<file path="config.mk">
export PLATFORM = sky130hd
export DESIGN_NAME = null_suppression_group_encoder_unit
export DESIGN_NICKNAME = d
export VERILOG_FILES = /design/src/design/nsg_pkg.sv /design/src/design/nsg_emitter.sv /design/src/design/null_suppression_group_encoder_unit.sv
export SDC_FILE = /design/constraint.sdc
export NUM_CORES = 1
export LEC_CHECK = 0
export BUFFER_PORTS_ARGS = -buffer_cell sky130_fd_sc_hd__buf_2
export CORE_AREA = 8 8 147 149
export DETAILED_ROUTE_END_ITERATION = 12
export DIE_AREA = 0 0 155 157
export GPL_TIMING_DRIVEN = 0
export PLACE_DENSITY_LB_ADDON = 0.15
export SYNTH_ARGS = -nofsm -noshare
export SYNTH_HDL_FRONTEND = slang
export SYNTH_SLANG_ARGS = --single-unit
</file>
<file path="constraint.sdc">
create_clock -name i_clk -period 7.7 [get_ports i_clk]
set_clock_uncertainty 0.05 [all_clocks]
set_input_delay 1.155 -clock i_clk [delete_from_list [all_inputs] [get_ports i_clk]]
set_output_delay 1.155 -clock i_clk [all_outputs]
set_load 0.05 [all_outputs]
</file>
<file path="src/design/nsg_pkg.sv">
// Shared types, constants and the size-code function of the group encoder.
package nsg_pkg;

    // Values per group and bits per size code
    localparam int unsigned SLOTS   = 4;
    localparam int unsigned CODE_W  = 2;
    localparam int unsigned VALUE_W = 32;
    localparam int unsigned BYTE_W  = 8;

    typedef logic [CODE_W-1:0] t_code;
    typedef logic [$clog2(SLOTS)-1:0] t_slot;

    // Input transfer payload
    typedef struct packed {
        logic [VALUE_W-1:0] value;
        logic               end_of_stream;
    } t_in_item;

    // Output transfer payload
    typedef struct packed {
        logic [BYTE_W-1:0] out_byte;
        logic              group_end;
    } t_out_item;

    // A closed group handed from the collector to the byte emitter
    typedef struct packed {
        logic [SLOTS-1:0][VALUE_W-1:0] vals;
        logic [SLOTS-1:0][CODE_W-1:0]  codes;
        t_slot                         last_slot;
    } t_group;

    // Bytes needed minus one: 0 up to 0xFF, 1 up to 0xFFFF, 2 up to 0xFFFFFF, else 3
    function automatic t_code size_code(input logic [VALUE_W-1:0] v);
        t_code c;
        if (v[31:24] != 8'h00) begin
            c = 2'd3;
        end else if (v[23:16] != 8'h00) begin
            c = 2'd2;
        end else if (v[15:8] != 8'h00) begin
            c = 2'd1;
        end else begin
            c = 2'd0;
        end
        return c;
    endfunction

endpackage

</file>
<file path="src/design/nsg_emitter.sv">
// Byte emitter: sends the descriptor and then the needed bytes of each value.
module nsg_emitter (
    input  logic              i_clk,
    input  logic              i_rst_n,
    input  logic              i_load,
    input  nsg_pkg::t_group   i_group,
    output logic              o_ready,
    output logic              o_valid,
    input  logic              i_stall,
    output nsg_pkg::t_out_item o_data
);
    import nsg_pkg::*;

    t_group              r_grp;
    logic                r_busy;
    logic                r_desc_phase;
    t_slot               r_slot;
    t_code               r_byte;
    logic                advance;
    logic                last_byte;
    logic                slot_done;
    logic [BYTE_W-1:0]   desc;
    logic [VALUE_W-1:0]  cur_val;

    // Descriptor: first value's code in the top bits
    always_comb begin
        for (int j = 0; j < SLOTS; j++) begin
            desc[BYTE_W-1-CODE_W*j -: CODE_W] = r_grp.codes[j];
        end
    end

    assign cur_val   = r_grp.vals[r_slot];
    assign slot_done = (r_byte == r_grp.codes[r_slot]);
    assign last_byte = !r_desc_phase && slot_done && (r_slot == r_grp.last_slot);
    assign advance   = r_busy && !i_stall;

    // A new group may load when idle or as the last byte leaves
    assign o_ready = !r_busy || (advance && last_byte);

    // Output payload straight from the held group
    assign o_valid          = r_busy;
    assign o_data.out_byte  = r_desc_phase ? desc : cur_val[{r_byte, 3'b000} +: BYTE_W];
    assign o_data.group_end = last_byte;

    // Sequencer: descriptor, then bytes of each slot, least significant first
    always_ff @(posedge i_clk) begin
        if (!i_rst_n) begin
            r_busy       <= 1'b0;
            r_desc_phase <= 1'b0;
            r_slot       <= '0;
            r_byte       <= '0;
        end else if (o_ready && i_load) begin
            r_busy       <= 1'b1;
            r_desc_phase <= 1'b1;
            r_slot       <= '0;
            r_byte       <= '0;
        end else if (advance) begin
            if (r_desc_phase) begin
                r_desc_phase <= 1'b0;
            end else if (last_byte) begin
                r_busy <= 1'b0;
            end else if (slot_done) begin
                r_slot <= r_slot + 1'b1;
                r_byte <= '0;
            end else begin
                r_byte <= r_byte + 1'b1;
            end
        end
    end

    // Group payload, no reset
    always_ff @(posedge i_clk) begin
        if (o_ready && i_load) begin
            r_grp <= i_group;
        end
    end

endmodule

</file>
<file path="src/design/null_suppression_group_encoder_unit.sv">
// Top level of the null-suppression group encoder.
// Collects unsigned 32-bit values in groups of four (or fewer when a value is marked
// end_of_stream) and emits, one byte per output transfer, a descriptor byte holding a
// 2-bit size code per slot (first value in bits 7:6, unused slots code 0) followed by
// each value's needed bytes, least significant first; group_end flags the last byte.
// Values are taken one per cycle while a group fills. The closing value of a group
// sits in the collector until the byte emitter is free, and input is stalled for
// that time. A group occupies the emitter for its descriptor byte and then its
// value bytes, so the sustained rate is set by the emitter, which sends one byte per
// cycle while the output is not stalled. The next group's values are collected while
// the current one is being emitted.
module null_suppression_group_encoder_unit (
    input  logic               i_clk,
    input  logic               i_rst_n,
    input  logic               i_valid,
    input  nsg_pkg::t_in_item  i_data,
    output logic               o_stall,
    output logic               o_valid,
    input  logic               i_stall,
    output nsg_pkg::t_out_item o_data
);
    import nsg_pkg::*;

    logic [SLOTS-1:0][VALUE_W-1:0] r_vals;
    logic [SLOTS-1:0][CODE_W-1:0]  r_codes;
    t_slot                         r_cnt;
    t_slot                         r_last_slot;
    logic                          r_pend;
    logic                          accept;
    logic                          handoff;
    logic                          emit_ready;
    t_group                        group;

    // Input is held off while a closed group waits for the emitter
    assign o_stall = r_pend;
    assign accept  = i_valid && !r_pend;
    assign handoff = r_pend && emit_ready;

    // Closed group, unused slots forced to code 0
    always_comb begin
        group.vals      = r_vals;
        group.last_slot = r_last_slot;
        for (int j = 0; j < SLOTS; j++) begin
            group.codes[j] = (t_slot'(j) <= r_last_slot) ? r_codes[j] : '0;
        end
    end

    // Group fill control
    always_ff @(posedge i_clk) begin
        if (!i_rst_n) begin
            r_cnt  <= '0;
            r_pend <= 1'b0;
        end else if (handoff) begin
            r_cnt  <= '0;
            r_pend <= 1'b0;
        end else if (accept) begin
            if ((r_cnt == t_slot'(SLOTS - 1)) || i_data.end_of_stream) begin
                r_pend <= 1'b1;
            end else begin
                r_cnt <= r_cnt + 1'b1;
            end
        end
    end

    // Value store and size codes, no reset
    always_ff @(posedge i_clk) begin
        if (accept) begin
            r_vals[r_cnt]  <= i_data.value;
            r_codes[r_cnt] <= size_code(i_data.value);
            r_last_slot    <= r_cnt;
        end
    end

    nsg_emitter u_emitter (
        .i_clk   (i_clk),
        .i_rst_n (i_rst_n),
        .i_load  (handoff),
        .i_group (group),
        .o_ready (emit_ready),
        .o_valid (o_valid),
        .i_stall (i_stall),
        .o_data  (o_data)
    );

endmodule
</file>
==> results of run 1 <==
## kinds of logic after synthesis
family / synth area share, %
flops: 82.8
simple gates: 2.52
compound gates: 1.36
fa+ha+maj: 0.489
mux: 11.1
buf+inv: 1.15
xor+xnor: 0.514
## metal layers
layer,wire [microns],up-vias,share of wire (%)
met5,0,-,0
met3,732,30,4.1
met4,289,0,1.6
met2,9120,76,51
li1,-,1968,-
met1,7830,2205,44
## Yosys cell counts
library cell and count:
edfxtp_1 276, mux4_1 21, mux4_2 19, dfxtp_1 9, nand2_1 9, mux2_2 8
and2_1 7, mux2i_1 7, clkbuf_1 5, nor2_1 5, a21oi_1 4, ha_1 4
inv_1 4, nor4_1 4, o21a_1 4, o21ai_0 4, buf_6 3, nand3_1 3
nor3_1 3, nor3b_1 3, xnor2_1 3, xor2_1 3, and3_1 2, buf_1 2
buf_8 2, nand2b_1 2, nor2b_1 2, or4_1 2, a21boi_0 1, a32oi_2 1
a41oi_1 1, and4_2 1, buf_2 1, buf_4 1, o211ai_1 1, o21bai_1 1
o31ai_4 1, or2_2 1, or3_1 1, or3b_1 1
## layout make-up
class | instances | share of cell area (%)
Sequential cell | 285 | 72.3
Multi-Input combinational cell | 129 | 14.1
Clock buffer | 33 | 5.96
Timing Repair Buffer | 53 | 3.10
Tap cell | 265 | 2.83
Buffer | 14 | 0.876
Clock inverter | 14 | 0.705
Inverter | 4 | 0.128
## report_power, final
| group | internal [mW] | switching, mW | total (mW) |
|---|---|---|---|
| Sequential | 1.75 | 0.0132 | 1.76 |
| Combinational | 0.0371 | 0.0792 | 0.116 |
| Clock | 0.670 | 0.512 | 1.18 |
| Total | 2.46 | 0.605 | 3.06 |
## flip-flops by register name (all words and copies together) (netlist names)
signal / count
u_emitter.o_valid: 1
o_stall: 1
r_last_slot: 2
r_codes: 8
r_cnt: 2
u_emitter.r_grp: 130
u_emitter.desc: 8
group: 128
u_emitter.r_slot: 2
u_emitter.r_byte: 2
u_emitter.r_desc_phase: 1
## critical path: stages, from the launching register on
cell	delay, ns
dfxtp_1	0.30
buf_2	0.27
clkbuf_1	0.83
mux4_1	0.43
mux4_2	0.52
mux2_2	0.30
buf_2	0.22
## worst max path at each step
stage	startpoint	end	slack [ns]	depth (start not counted)
4_1_cts	u_emitter.r_slot[1]$_SDFFE_PP0P_	o_data[6]	3.03	6
3_5_place_dp	u_emitter.r_slot[1]$_SDFFE_PP0P_	o_data[6]	3.59	6
6_report	u_emitter.r_slot[1]$_SDFFE_PP0P_	o_data[6]	3.09	6
5_1_grt	u_emitter.r_slot[1]$_SDFFE_PP0P_	o_data[6]	3.01	6
3_3_place_gp	u_emitter.r_slot[1]$_SDFFE_PP0P_	u_emitter.r_grp[79]$_DFFE_PP_	1.20	6
2_1_floorplan	u_emitter.r_slot[0]$_SDFFE_PP0P_	u_emitter.desc[0]$_SDFFCE_PN0P_	2.49	7
## stage by stage
| step | hold slack [ns] | total power, mW | setup slack (ns) | area (sq um) |
|---|---|---|---|---|
| after global routing | 0.368 | 3.15 | 3.01 | 11700 |
| after floorplan | 0.350 | 1.86 | 2.49 | 10200 |
| after detailed placement | 0.355 | 1.91 | 3.59 | 10900 |
| after CTS | 0.363 | 3.09 | 3.03 | 11700 |
| after global placement | 0.350 | 1.91 | 1.20 | 10800 |
| final | 0.363 | 3.06 | 3.09 | 11700 |
## cells in the final DEF (no fill, tap or decap), types with 4 or more instances in the layout
cell type,instances
inv_1,4
o21ai_0,4
and2_2,4
a21oi_1,4
clkinv_1,10
mux2_2,8
nor4_1,4
nand2_1,9
edfxtp_1,276
mux4_2,19
dfxtp_1,9
mux2i_1,7
clkbuf_1,11
nor2_1,5
buf_12,5
mux4_1,21
ha_1,4
clkbuf_16,27
buf_2,48
==> run metrics, run 1 <==
R2R Path Start=u_emitter.r_slot[1]$_SDFFE_PP0P_; leakage power=around 3.8 nW; Pwr Density=approximately 260 nW/um^2; critical path launch point type=flop; GP Congestion=0.774; H-tree depth=1; Synth warnings=0; Worst Hold Endpoint=u_emitter.r_grp[126]$_DFFE_PP_; Initial Utilization=53.2%; outcome=complete, no violations; Netlist cell types=40; filler cell count=1338; Setup CP Type=reg -> out; placed cell count=750; Seq. cell area=8470 sq um; Tmin final=4.61 ns; mapped cell area=slightly above 10000 sq um; CTS tree=done; via count=4279; Synth top area share=81.1%; # clock sinks=285; Worst Hold Class=reg -> reg; share of layout cells above drive strength 1=between 20% and 30%; Final Hold Violating Endpoints=0; final core occ=61.0%; initial antenna violation count=0; DRC=0; CTS Buffer Depth=3; fin crit share=about three fifths; core area=19200 sq um; final HPWL from detailed placement=11500 microns; hold depth=0; Post-CTS Resized=0; vias in the first global route=4606; first-pass GRT wire length=27200 microns; top post-synthesis cells by area=edfxtp_1 (81%), mux4_1 (5.4%), mux4_2 (4.2%); Register-to-Register Path Depth=8; syn nets=473; Setup Fix Bufs, Post-CTS=0; Seq/Total Area, Yosys=82.8%; worst path required time=6.49 ns; min-delay src=group[126]$_DFFE_PP_; # rows=51; RR Endpoint=u_emitter.r_grp[24]$_DFFE_PP_; final setup violation count=0; area leader, netlist=edfxtp_1; Worst setup EP type=output port; DR iter-0 viols=332; Slew Limit Fails=0; Non-Filler Instances=797; antenna fix cells=0; chip height=about 160 microns; root buf cell=clkbuf_16; clk slew on worst S/H paths=about 0.060 ns; Max FO, Critical Path=10; Overflow after GRT=0; transition time at the pin with the least slew margin=1.06 ns; width of the die=155 microns; die area=24300 sq um; Area Overhead vs Synth=14.5%; Syn Area/Cell=23.7 sq um; setup slack, reg-to-reg=4.18 ns; Vias per Instance=~5.4; # hold bufs at CTS=0; largest net degree at the start of global routing=60; PortBufs=47; met1 usage=19.5%; wire length per cell=22.6 microns; # IOs=48; Fin Setup TNS=0 ns; gr busiest metal=met2; Clk Latency, worst-skew pair=0.52 ns; ANT nets after route=0; Max Fclk=0.217 GHz; met3 usage=2.74%; Post-Syn Instances=about 430; maximum VDD drop=0.180 mV; slew margin rel.=between 20% and 30%; First-pass DRT Iterations=4; routing usage on met2=about a quarter; NumNets Final=555; RSZ-0062 raised after global routing=false; area of the multi-input gates=between 1500 and 2000 sq um; # Max-Cap Violations=0; TritonCTS buffer count=27; GRT Total Usage=between 10% and 20%; Routed Wire Length=between 15000 and 20000 microns; register bit total from synthesis=285; WP data arrival=approximately 3.4 ns
Power figures use the tool's default switching activity.
==> run 2: changes to the inputs <==
==> constraint.sdc (replaced) <==
create_clock -name i_clk -period 4.3 [get_ports i_clk]
set_clock_uncertainty 0.05 [all_clocks]
set_input_delay 0.645 -clock i_clk [delete_from_list [all_inputs] [get_ports i_clk]]
set_output_delay 0.645 -clock i_clk [all_outputs]
set_load 0.05 [all_outputs]
==> run 2 against run 1 <==
Effect of this change: register-to-register slack got worse by 3.4 ns; power up 90%; non-clock buffer count down 1; clock power grew 110%.
==> run metrics, run 2 (synthesized netlist as in run 1, its figures left out) <==
cell family with most CP delay=multiplexers (was buffers and inverters); final core occ=61.7% (was 61.0%); Final Hold Violating Endpoints=0 (unchanged); Switch Pwr=1.11 mW (was 0.605 mW); width of the die=155 microns (unchanged); Worst setup EP type=output port (unchanged); Max FO, Critical Path=10 (unchanged); Sequential Power Share=54.3% (was 57.6%); critical path launch point type=flop (unchanged); maximum VDD drop=0.316 mV (was 0.180 mV); GP Congestion=0.727 (was 0.774); Clk pwr share=42.1% (was 38.6%); # clock sinks=285 (unchanged); First-pass DRT Iterations=4 (unchanged); share of layout cells above drive strength 1=25.9% (was 23.9%); root buf cell=clkbuf_16 (unchanged); final setup violation count=0 (unchanged); instance area at placement=10900 sq um (about the same); Fin Setup TNS=0 ns (unchanged); Final Cell Area=11900 sq um (was 11700 sq um); final HPWL from detailed placement=11500 microns (about the same); via count=4318 (was 4279); initial antenna violation count=0 (unchanged); CTS tree=done (unchanged); Initial Utilization=53.2% (unchanged); leakage power=3.85 nW (was 3.77 nW); Tmin final=4.04 ns; placed cell count=749 (was 750); CTS Buffer Depth=3 (unchanged); RSZ-0062 raised after global routing=false (unchanged); Vias per Instance=5.41 (was 5.37); # hold bufs at CTS=0 (unchanged); Pwr Density=490 nW/um^2 (was 261 nW/um^2); Seq. cell area=8470 sq um (unchanged); Comb power frac=3.6% (was 3.8%); Overflow after GRT=0 (unchanged); total power=5.81 mW (was 3.06 mW); area of the multi-input gates=1650 sq um (unchanged); Largest register FFs=130 (unchanged); Routed Wire Length=17800 microns (was 18000 microns); slew margin rel.=35.4% (was 29.4%); Top reg by flops=u_emitter.r_grp (unchanged); switching share of total power=19.0% (was 19.8%); Post-CTS Resized=0 (unchanged); CP cell instances=buf_2 -> clkbuf_1 -> mux4_1 -> mux4_2 -> mux2_2 -> buf_2 (unchanged); Clk Latency, worst-skew pair=0.52 ns (about the same); core area=19200 sq um (unchanged); vias in the first global route=4564 (was 4606); filler cell count=1333 (was 1338); antenna fix cells=0 (unchanged); Worst Hold Class=in -> reg (was reg -> reg); fin crit share=between 90% and 100%; worst path required time=3.61 ns (was 6.49 ns); # rows=51 (unchanged); outcome=complete, no violations (unchanged); die area=24300 sq um (unchanged); chip height=157 microns (unchanged); commonest non-fill, non-tap cells in the layout=edfxtp_1 (276), buf_2 (48), clkbuf_16 (27), mux4_1 (21), mux4_2 (19) (unchanged); TritonCTS buffer count=27 (unchanged); Area Overhead vs Synth=15.9% (was 14.5%); Setup Fix Bufs, Post-CTS=0 (unchanged); # IOs=48 (unchanged); DRC=0 (unchanged); H-tree depth=1 (unchanged); Int Power=4.70 mW (was 2.46 mW); clk slew on worst S/H paths=0.06 ns (about the same); transition time at the pin with the least slew margin=0.970 ns (was 1.06 ns); Slew Limit Fails=0 (unchanged); most frequent CP cell=buf_2 (unchanged); crit path buf inv count=3 (unchanged); Worst path slowest cell=clkbuf_1 (unchanged); NumNets Final=554 (was 555); PortBufs=47 (unchanged); Max Fclk=approximately 0.25 GHz; largest net degree at the start of global routing=73 (was 60); ANT nets after route=0 (unchanged); first-pass GRT wire length=26800 microns (was 27200 microns); delay of the slowest critical-path stage=0.76 ns (was 0.83 ns); DR iter-0 viols=320 (was 332); # Max-Cap Violations=0 (unchanged); WP data arrival=3.34 ns (was 3.40 ns); wire length per cell=22.4 microns (was 22.6 microns); Non-Filler Instances=798 (was 797); Setup CP Type=reg -> out (unchanged); most common cell after layout, fill and taps aside=edfxtp_1 (unchanged); GRT Total Usage=15.0% (was 15.2%)
==> run 2: path summary, 6_finish.rpt <==
check	start	endpoint	slack (ns)	cells after the start
max	u_emitter.r_slot[1]$_SDFFE_PP0P_	o_data[1]	0.26	6
min	i_data[1]	group[106]$_DFFE_PP_	0.30	1
max reg2reg	u_emitter.r_slot[0]$_SDFFE_PP0P_	u_emitter.r_grp[47]$_DFFE_PP_	0.79	8
min reg2reg	group[53]$_DFFE_PP_	u_emitter.r_grp[53]$_DFFE_PP_	0.36	0
==> run 2: through the flow <==
step | hold WS (ns) | setup slack (ns)
6_report | 0.295 | 0.262
5_1_grt | 0.281 | 0.155
4_1_cts | 0.274 | 0.196
3_5_place_dp | 0.355 | 0.757
3_3_place_gp | 0.350 | -0.259
2_1_floorplan | 0.350 | 0.501
==> run 2: area by class of cell <==
class / count / share of cell area [%]
sequential: 285 / 71.4
multi-input combinational: 129 / 13.9
timing repair buffer: 52 / 3.02
buffer: 14 / 0.865
clock buffer: 30 / 5.79
inverter: 4 / 0.127
tap: 265 / 2.80
clock inverter: 19 / 2.04
==> run 2: metal layers <==
metal / wire length (microns) / global-route usage [%] / vias to the layer above
li1: - / - / 1961
met1: 7760 / 19.5 / 2224
met2: 8790 / 25.2 / 105
met3: 913 / 2.93 / 28
met4: 371 / 4.71 / 0
met5: 0 / 0 / -
==> run 2: power by group through the flow <==
stage,clock network [mW],logic (mW),registers (mW)
final,2.45,0.209,3.16
after global routing,2.61,0.225,3.16
after CTS,2.50,0.214,3.16
after detailed placement,0,0.213,3.22
after global placement,0,0.192,3.22
after floorplan,0,0.113,3.21
==> run 2: worst reg2reg max path: cells and delay by family (launching register included) <==
family / cells / cell delay, ns
compound gates: 2 / 1.08
buf+inv: 3 / 0.68
simple gates: 1 / 0.44
flops: 1 / 0.33
xor+xnor: 1 / 0.26
mux: 1 / 0.25
